<file path="config.mk">
export PLATFORM = sky130hd
export DESIGN_NAME = pmau_ram
export DESIGN_NICKNAME = d
export VERILOG_FILES = /design/src/hw/rtl/pmau_ram.sv
export SDC_FILE = /design/constraint.sdc
export NUM_CORES = 1
export LEC_CHECK = 0
export BUFFER_PORTS_ARGS = -buffer_cell sky130_fd_sc_hd__clkbuf_2
export CORE_MARGIN = 2
export CORE_UTILIZATION = 40
export DETAILED_ROUTE_END_ITERATION = 16
export SLEW_MARGIN = 20
export SYNTH_ARGS = -nofsm -noshare
export SYNTH_HDL_FRONTEND = slang
export SYNTH_SLANG_ARGS = --single-unit
</file>
<file path="constraint.sdc">
create_clock -name clk -period 2.3 [get_ports clk]
set_clock_uncertainty 0.15 [all_clocks]
set_input_delay 0.46 -clock clk [delete_from_list [all_inputs] [get_ports clk]]
set_output_delay 0.46 -clock clk [all_outputs]
set_load 0.03 [all_outputs]
</file>
<file path="src/hw/rtl/pmau_ram.sv">
`default_nettype none
module pmau_ram #(
  parameter int unsigned WIDTH = 8,
  parameter int unsigned DEPTH = 16,
  parameter int unsigned AW    = (DEPTH > 1) ? $clog2(DEPTH) : 1
) (
  input  wire logic             clk,
  input  wire logic             we,
  input  wire logic [AW-1:0]    waddr,
  input  wire logic [WIDTH-1:0] wdata,
  input  wire logic [AW-1:0]    raddr,
  output logic      [WIDTH-1:0] rdata
);

  logic [WIDTH-1:0] mem_r [DEPTH];

  always_ff @(posedge clk) begin
    if (we) begin
      mem_r[waddr] <= wdata;
    end
    rdata <= mem_r[raddr];
  end

endmodule
`default_nettype wire

</file>
==> Yosys cells after proc, flatten, opt, wreduce, memory -nomap -nowiden <==
Memories as Yosys holds them, arrays and structs flattened. A register that Yosys moved wholly into a read port is not among the register bits.
Cells that the tools add are included.
{ "op_classes": {"mux": 2} }
{ "ops": {"columns": ["cell", "count"], "rows": [
  ["$mux W1", 2]
]} }
{ "totals": {"out_inout_bits": 8, "register_bits": 0, "mem_count": 1, "inputBits": 18, "ram_bits": 128} }
{ "mem_list": {"columns": ["memory", "depth", "word_bits", "read_ports", "rd_clocked_by_memory_dff", "wr", "line", "rtl"], "rows": [
  ["mem_r", 16, 8, 1, 1, 1, "15", "logic [WIDTH-1:0] mem_r [DEPTH];"]
]} }

==> Longest topological paths before layout <==
Gate-level depths: netlist of the first run.
{ "depth": {"word_depth": 2, "mapped_depth": 5, "depth_no_buf": 3} }

==> Worst setup path after synthesis of the first run <==
No wires, ideal clock.
{ "synth_timing": {"path_kind": "input to register", "from": "input waddr[2]", "to": "memory mem_r[0][0], enable pin", "required_ns": 1.767, "path_buffers": 0, "setup_ns": 0.383, "slack_ns": 0.197, "path_stages": 2, "t_arrival_ns": 1.570, "cell_sequence": "or3b_2 > nor3_1"} }
{ "synth_lines": {"columns": ["element", "line", "rtl"], "rows": [
  ["from (decl)", "9", "input wire logic [AW-1:0] waddr,"],
  ["to (decl)", "15", null]
]} }
Straight into the memory's write port.

==> results of run 1 <==
-- per-layer routing --
metal / part of all wire / up-vias
li1: - / 1084
met5: 0 / -
met1: 0.44 / 1251
met3: 0.025 / 9
met2: 0.52 / 45
met4: 0.014 / 0
-- worst max-delay path: cells and delay by family --
kind	cells	cell delay, ns
AND/OR/NAND/NOR	1	0.07
buffers and inverters	2	0.52
multiplexers	1	0.53
AO/OA/AOI/OAI	1	0.27
-- metrics by stage --
| step | std cells | hold WS (ns) |
|---|---|---|
| finish | 470 | 0.334 |
| global route | 470 | 0.354 |
| global placement | 438 | 0.493 |
| detailed placement | 438 | 0.516 |
| CTS | 470 | 0.332 |
| floorplan | 229 | 0.409 |
-- cells in the final DEF (no fill, tap or decap), drive strengths merged, types with 4 or more instances in the layout --
master	count
clkinv	7
buf	22
nor3	4
nor2	13
nand2	9
mux4	32
dfxtp	8
edfxtp	128
clkbuf	46
a22oi	16
-- kinds of logic (layout without fill, tap and decap cells) --
family / count (synthesis) / count (layout) / synth area share
buf+inv: 10 / 79 / 0.0168
mux: 32 / 32 / 0.150
simple gates: 35 / 35 / 0.0318
compound gates: 16 / 16 / 0.0233
flops: 136 / 136 / 0.778
-- cell usage after synthesis --
cell,number,area (µm²)
a22oi_1,16,120
nand2_1,9,33.8
nor2b_1,1,6.26
and2_1,1,6.26
and2b_1,1,7.51
edfxtp_1,128,3840
nand3_1,1,5.00
buf_4,1,7.51
mux4_2,18,405
clkdlybuf4s25_2,3,30.0
nor2_1,13,48.8
dfxtp_1,8,160
buf_6,3,33.8
nand3b_1,2,15.0
buf_2,3,15.0
nor3_1,4,20.0
nand2b_1,2,12.5
mux4_1,14,368
or3b_2,1,8.76
-- registers in the layout (all words and copies together) (netlist names) --
signal and count:
rdata 8, mem_r 128
-- final cells by class --
type | count | area, µm²
multi-input combinational | 83 | 1060
timing repair buffer | 47 | 328
tap | 172 | 215
clock buffer | 21 | 440
clock inverter | 11 | 106
sequential | 136 | 4000
fill | 1025 | 6420
-- power by group through the flow --
stage / logic, µW / clock network, µW / registers [µW]
finish: 288 / 2470 / 2790
global route: 310 / 2650 / 2790
CTS: 294 / 2530 / 2790
detailed placement: 292 / 0 / 2840
global placement: 288 / 0 / 2840
floorplan: 141 / 0 / 2870
-- worst max path at each step --
stage	from	endpoint	slack, ns
after floorplan	waddr[2]	mem_r[0][0]	0.20
after global placement	raddr[0]	rdata[0]	0.14
after detailed placement	raddr[0]	rdata[0]	0.16
after CTS	raddr[0]	rdata[0]	0.57
after global routing	raddr[0]	rdata[0]	0.51
final	raddr[0]	rdata[0]	0.58
==> key figures, run 1 <==
STA
  • Crit path setup slack, layout: 0.582 ns
  • Final number of max-transition violations: 0
  • Actual slew at the worst max-slew pin: 0.392 ns
  • Share of the clock period used by the worst path after layout: 0.747
  • Final Hold Vio Count: 0
  • TNS Setup: 0 ns
  • Worst slew margin: 0.738
  • Maximum frequency from static timing analysis: 0.582 GHz
  • RSZ-0062 raised after global routing: false
  • Fin crit period: 1.72 ns
  • Number of setup violations in the final report: 0

GRT
  • Met1 track utilization from global routing: 0.187
  • Aggregate global routing overflow: 0
  • Maximum number of pins on one net before global-route repair: 33
  • Total Routing Usage GR: 0.151
  • Global-route met3 utilization: 0.0428
  • Antenna violations before repair: 0
  • M2 GR Usage: 0.249
  • Highest-utilization routing layer at the global route stage: met2
  • Vias in the first global route: 2475
  • Wire length of the first global-routing pass: 14.8 mm

Run status
  • Result of the run: finished, final reports clean

CTS
  • Clock net sink count: 136
  • Clock buffer count from CTS: 17
  • Buffer cell driving the clock tree root: clkbuf_16
  • Buffer count from post-CTS setup fixing: 0
  • TritonCTS clock tree: yes
  • Hold buffers post-CTS: 0
  • Maximum count of clock buffers along a single path: 2
  • Number of cells upsized or downsized after cts: 0
  • Clk Latency, worst-skew pair: 0.40 ns
  • Number of H-tree branching levels: 4
  • Reg clk slew, reported paths: 0.05 ns

Synth
  • Number of storage elements in the synthesis netlist: 136
  • Count of unique library cells instantiated by Yosys: 19
  • Ys Warns: 0
  • Part of the Yosys area used for sequential elements: 0.778
  • Post-Synthesis Mean Instance Area: 22.5 µm²
  • Total nets after synthesis: 247
  • Total standard cell area after synthesis: 5150 µm²
  • Mapped Cells: 229

Power and ir drop
  • Switch Pwr: 1090 µW
  • Switching share of power: 0.196
  • Sequential share of power: 0.502
  • Part of the power in combinational logic: 0.052
  • Cell internal power dissipation: 4460 µW
  • Overall power consumption: 5550 µW
  • Leakage power of the design: 0.00209 µW
  • Worst IR drop on VDD: 0.000492 V
  • Power per cell area: 902 nW/µm²
  • Portion of total power attributed to the clock network: 0.446

Routing
  • Post-detailed-route wirelength per cell: 20.3 µm
  • Detail Route Antenna Nets: 0
  • Router iterations before antenna repair: 4
  • Routed wire length: 9.54 mm
  • Post-detailed-route via-to-cell ratio: 5.08
  • Drc violations: 0
  • DRC marker count from the first detailed-route iteration: 183
  • Total vias in the final route: 2389

Floorplan
  • Die height: 117 µm
  • DIE AREA: 13800 µm²
  • Starting density of the core: 0.410
  • Core Box Area: 12600 µm²
  • Count of pins on the block boundary: 26
  • Rows: 41
  • Die width: 117 µm

Placement
  • Port Buf Inserts: 25
  • Weighted congestion at the end of routability-driven global placement: 0.710
  • Half-perimeter wire length after detailed placement: 6.03 mm
  • Setup WS pre-CTS: 0.159 ns
  • Placed inst area: 5600 µm²

Min path
  • Worst hold start: wdata[4]
  • Hold Path Class: input port to register
  • Hold Path Sink: mem_r[10][4]
  • Worst hold stages: 1

Finish
  • Post-route cell area: 6150 µm²
  • Fraction of final layout cells sized beyond drive strength 1: 0.305
  • Layout area overhead: 19.5%
  • Final core utilization: 0.489
  • Number of antenna diodes: 0
  • Final net count: 303

Setup path
  • Worst Path Required: 2.44 ns
  • Worst reg-to-reg setup slack: 0.76 ns
  • Arrival time reported for the critical path endpoint: 1.85 ns
  • Destination of the worst register-to-register timing path: rdata[7]
  • Peak fanout along the critical path: 9
  • Delay contributed by the slowest stage of the critical path: 0.53 ns
  • Launching element type of the critical path: input port
  • Cells along the critical path: clkbuf_2 > buf_4 > mux4_2 > a22oi_1 > nand2_1
  • Sort of element at the end of the critical path: register
  • Critical path's slowest cell: mux4_2
  • Count of cells along the worst register-to-register path: 3
  • Startpoint-to-endpoint class of the critical path: input port to register
  • Startpoint of the worst-slack reg-to-reg timing path: mem_r[3][7]

Flow run
  • Max-cap violation count: 0
No activity file was read; power rests on OpenSTA's default activity.
==> run 2: changes to the inputs <==
==> constraint.sdc (replaced) <==
create_clock -name clk -period 1.4 [get_ports clk]
set_clock_uncertainty 0.15 [all_clocks]
set_input_delay 0.28 -clock clk [delete_from_list [all_inputs] [get_ports clk]]
set_output_delay 0.28 -clock clk [all_outputs]
set_load 0.03 [all_outputs]
==> run 2 against run 1 <==
The run now ends with setup timing left; worst setup slack worse by 0.60 ns; die area unchanged; count of clock-buffer cells in the layout shrank 3; global-route usage rose by 0.22 points; non-clock buffer count up 6; final area increased by 4.0%; sequential power rose by 64%; total power up 73%; register-to-register slack lost 0.78 ns; critical endpoint is now rdata[6]; largest power group unchanged.
==> key figures, run 2 (synthesis gave the netlist of run 1 again) <==
Finish
  • Layout area overhead: 24.3%
  • Reg area: 4010 µm² (about the same)
  • Final core utilization: 0.509 (+0.0195)
  • Final net count: 309 (+2.0%)
  • Number of antenna diodes: 0 (unchanged)
  • Most frequent standard cell in the layout excluding fill and tap cells: edfxtp_1
  • Post-route cell area: 6400 µm² (+4.0%)
  • Flip-flop count of the largest register after layout: 128 (unchanged)
  • Largest register by flop count: mem_r
  • Biggest registers after layout: mem_r x128, rdata x8
  • Fill count: 992 (-3.2%)
  • Area of the multi-input gates: 1100 µm² (+4.1%)
  • Fraction of final layout cells sized beyond drive strength 1: 0.441 (+0.135)
  • Most frequent cells in the layout: 128 x edfxtp_1, 32 x mux4_2, 23 x clkbuf_2, 19 x buf_4, 17 x clkbuf_16

Setup path
  • Count of cells along the worst register-to-register path: 3 (unchanged)
  • Sort of element at the end of the critical path: register
  • Startpoint of the worst-slack reg-to-reg timing path: mem_r[11][6]
  • Destination of the worst register-to-register timing path: rdata[6]
  • Peak fanout along the critical path: 1 (-8)
  • Worst setup path end: rdata[6]
  • Arrival time reported for the critical path endpoint: 1.55 ns (-0.30 ns)
  • Crit path from: mem_r[11][6]
  • Worst Path Required: 1.53 ns (-0.91 ns)
  • Worst reg-to-reg setup slack: -0.02 ns (-0.78 ns)
  • Startpoint-to-endpoint class of the critical path: register to register
  • Launching element type of the critical path: register

STA
  • Final number of max-transition violations: 0 (unchanged)
  • RSZ-0062 raised after global routing: true
  • Crit path setup slack, layout: -0.0188 ns (-0.601 ns)
  • Number of setup violations in the final report: 3 (+3)
  • Maximum frequency from static timing analysis: 0.705 GHz
  • Share of the clock period used by the worst path after layout: 1.01
  • Worst slew margin: 0.368 (-0.370)
  • Actual slew at the worst max-slew pin: 0.946 ns (+0.553 ns)
  • Final Hold Vio Count: 0 (unchanged)
  • TNS Setup: -0.0470 ns (-0.0470 ns)
  • Fin crit period: 1.42 ns
  • Worst Hold Slack: 0.131 ns (-0.203 ns)

Min path
  • Hold Path Class: input port to register

CTS
  • Reg clk slew, reported paths: 0.06 ns (about the same)
  • Maximum count of clock buffers along a single path: 2 (unchanged)
  • Hold buffers post-CTS: 0 (unchanged)
  • Buffer cell driving the clock tree root: clkbuf_16
  • Number of H-tree branching levels: 4 (unchanged)
  • Clk Latency, worst-skew pair: 0.40 ns (about the same)
  • Clock net sink count: 136 (unchanged)
  • Clock buffer count from CTS: 17 (unchanged)
  • Buffer count from post-CTS setup fixing: 0 (unchanged)
  • TritonCTS clock tree: yes

Routing
  • Router iterations before antenna repair: 5 (+1)
  • Met3 routed wirelength: 604 µm (+160%)
  • Topmost layer with routed signal wires: met4
  • Detail Route Antenna Nets: 0 (unchanged)
  • Drc violations: 0 (unchanged)
  • Total vias in the final route: 2383 (-0.25%)
  • Post-detailed-route wirelength per cell: 20.3 µm (about the same)
  • Length of routed met2 wiring: 4.74 mm (-4.0%)
  • DRC marker count from the first detailed-route iteration: 216 (+18%)
  • Post-detailed-route via-to-cell ratio: 5.01 (-1.5%)
  • Routed wire length: 9.66 mm (+1.2%)
  • Met1 wire length: 4.22 mm (-0.66%)

Placement
  • Placed inst area: 5740 µm² (+2.4%)
  • Half-perimeter wire length after detailed placement: 6.09 mm (+1.0%)
  • Weighted congestion at the end of routability-driven global placement: 0.724 (+1.9%)
  • Port Buf Inserts: 25 (unchanged)

Floorplan
  • Core Box Area: 12600 µm² (unchanged)
  • Die height: 117 µm (unchanged)
  • DIE AREA: 13800 µm² (unchanged)
  • Starting density of the core: 0.410 (unchanged)
  • Count of pins on the block boundary: 26 (unchanged)
  • Rows: 41 (unchanged)
  • Die width: 117 µm (unchanged)

GRT
  • Total Routing Usage GR: 0.153 (+0.00221)
  • Antenna violations before repair: 0 (unchanged)
  • Aggregate global routing overflow: 0 (unchanged)
  • Vias in the first global route: 2569 (+3.8%)
  • Maximum number of pins on one net before global-route repair: 24 (-27%)
  • Wire length of the first global-routing pass: 15.4 mm (+4.2%)

Power and ir drop
  • Power per cell area: 1500 nW/µm² (+66%)
  • Leakage power of the design: 0.00212 µW (+1.6%)
  • Overall power consumption: 9580 µW (+73%)
  • Worst IR drop on VDD: 0.00102 V (+110%)

Flow run
  • Max-cap violation count: 0 (unchanged)

Run status
  • Result of the run: complete, but fails checks
  • Failing checks: setup timing
[run 2: worst min path at each step]
stage / start / to / cells after the start
2_1_floorplan: wdata[0] / mem_r[0][0] / 0
3_3_place_gp: mem_r[15][2] / rdata[2] / 3
3_5_place_dp: mem_r[15][2] / rdata[2] / 3
4_1_cts: wdata[3] / mem_r[15][3] / 1
5_1_grt: wdata[5] / mem_r[10][5] / 1
6_report: wdata[3] / mem_r[11][3] / 1
[run 2: layout make-up]
class | count | area share
timing repair buffer | 53 | 0.0737
clock buffer | 18 | 0.0671
tap | 172 | 0.0336
sequential | 136 | 0.626
multi-input combinational | 83 | 0.172
clock inverter | 14 | 0.0272
[run 2: metal layers]
layer | GRT usage | up-vias
li1 | - | 1084
met1 | 0.212 | 1206
met2 | 0.236 | 85
met3 | 0.0413 | 8
met4 | 0.0542 | 0
met5 | 0 | -
[run 2: power by group]
| group | total, µW | leakage [µW] | switching, µW | internal (µW) |
|---|---|---|---|---|
| registers | 4580 | 0.00122 | 26.3 | 4550 |
| clock network | 4460 | 0.000283 | 1640 | 2810 |
| logic | 549 | 0.000616 | 311 | 239 |
[run 2: repair_timing]
action / CTS / global route
hold endpoints to repair: 0 / 0
endpoints found under the setup margin: 9 / 10
pin swaps: 2 / 1
resized for setup: 11 / 4
[run 2: critical path, stage by stage, from the launching register on]
cell and delay (ns):
edfxtp_1 0.36, mux4_2 0.49, a22oi_2 0.22, nand2_1 0.08
[run 2: per-stage QoR]
step / instances / setup slack (ns)
after floorplan: 229 / -0.163
after global placement: 444 / -0.478
after detailed placement: 444 / -0.466
after CTS: 476 / -0.0354
after global routing: 476 / -0.102
final: 476 / -0.0188
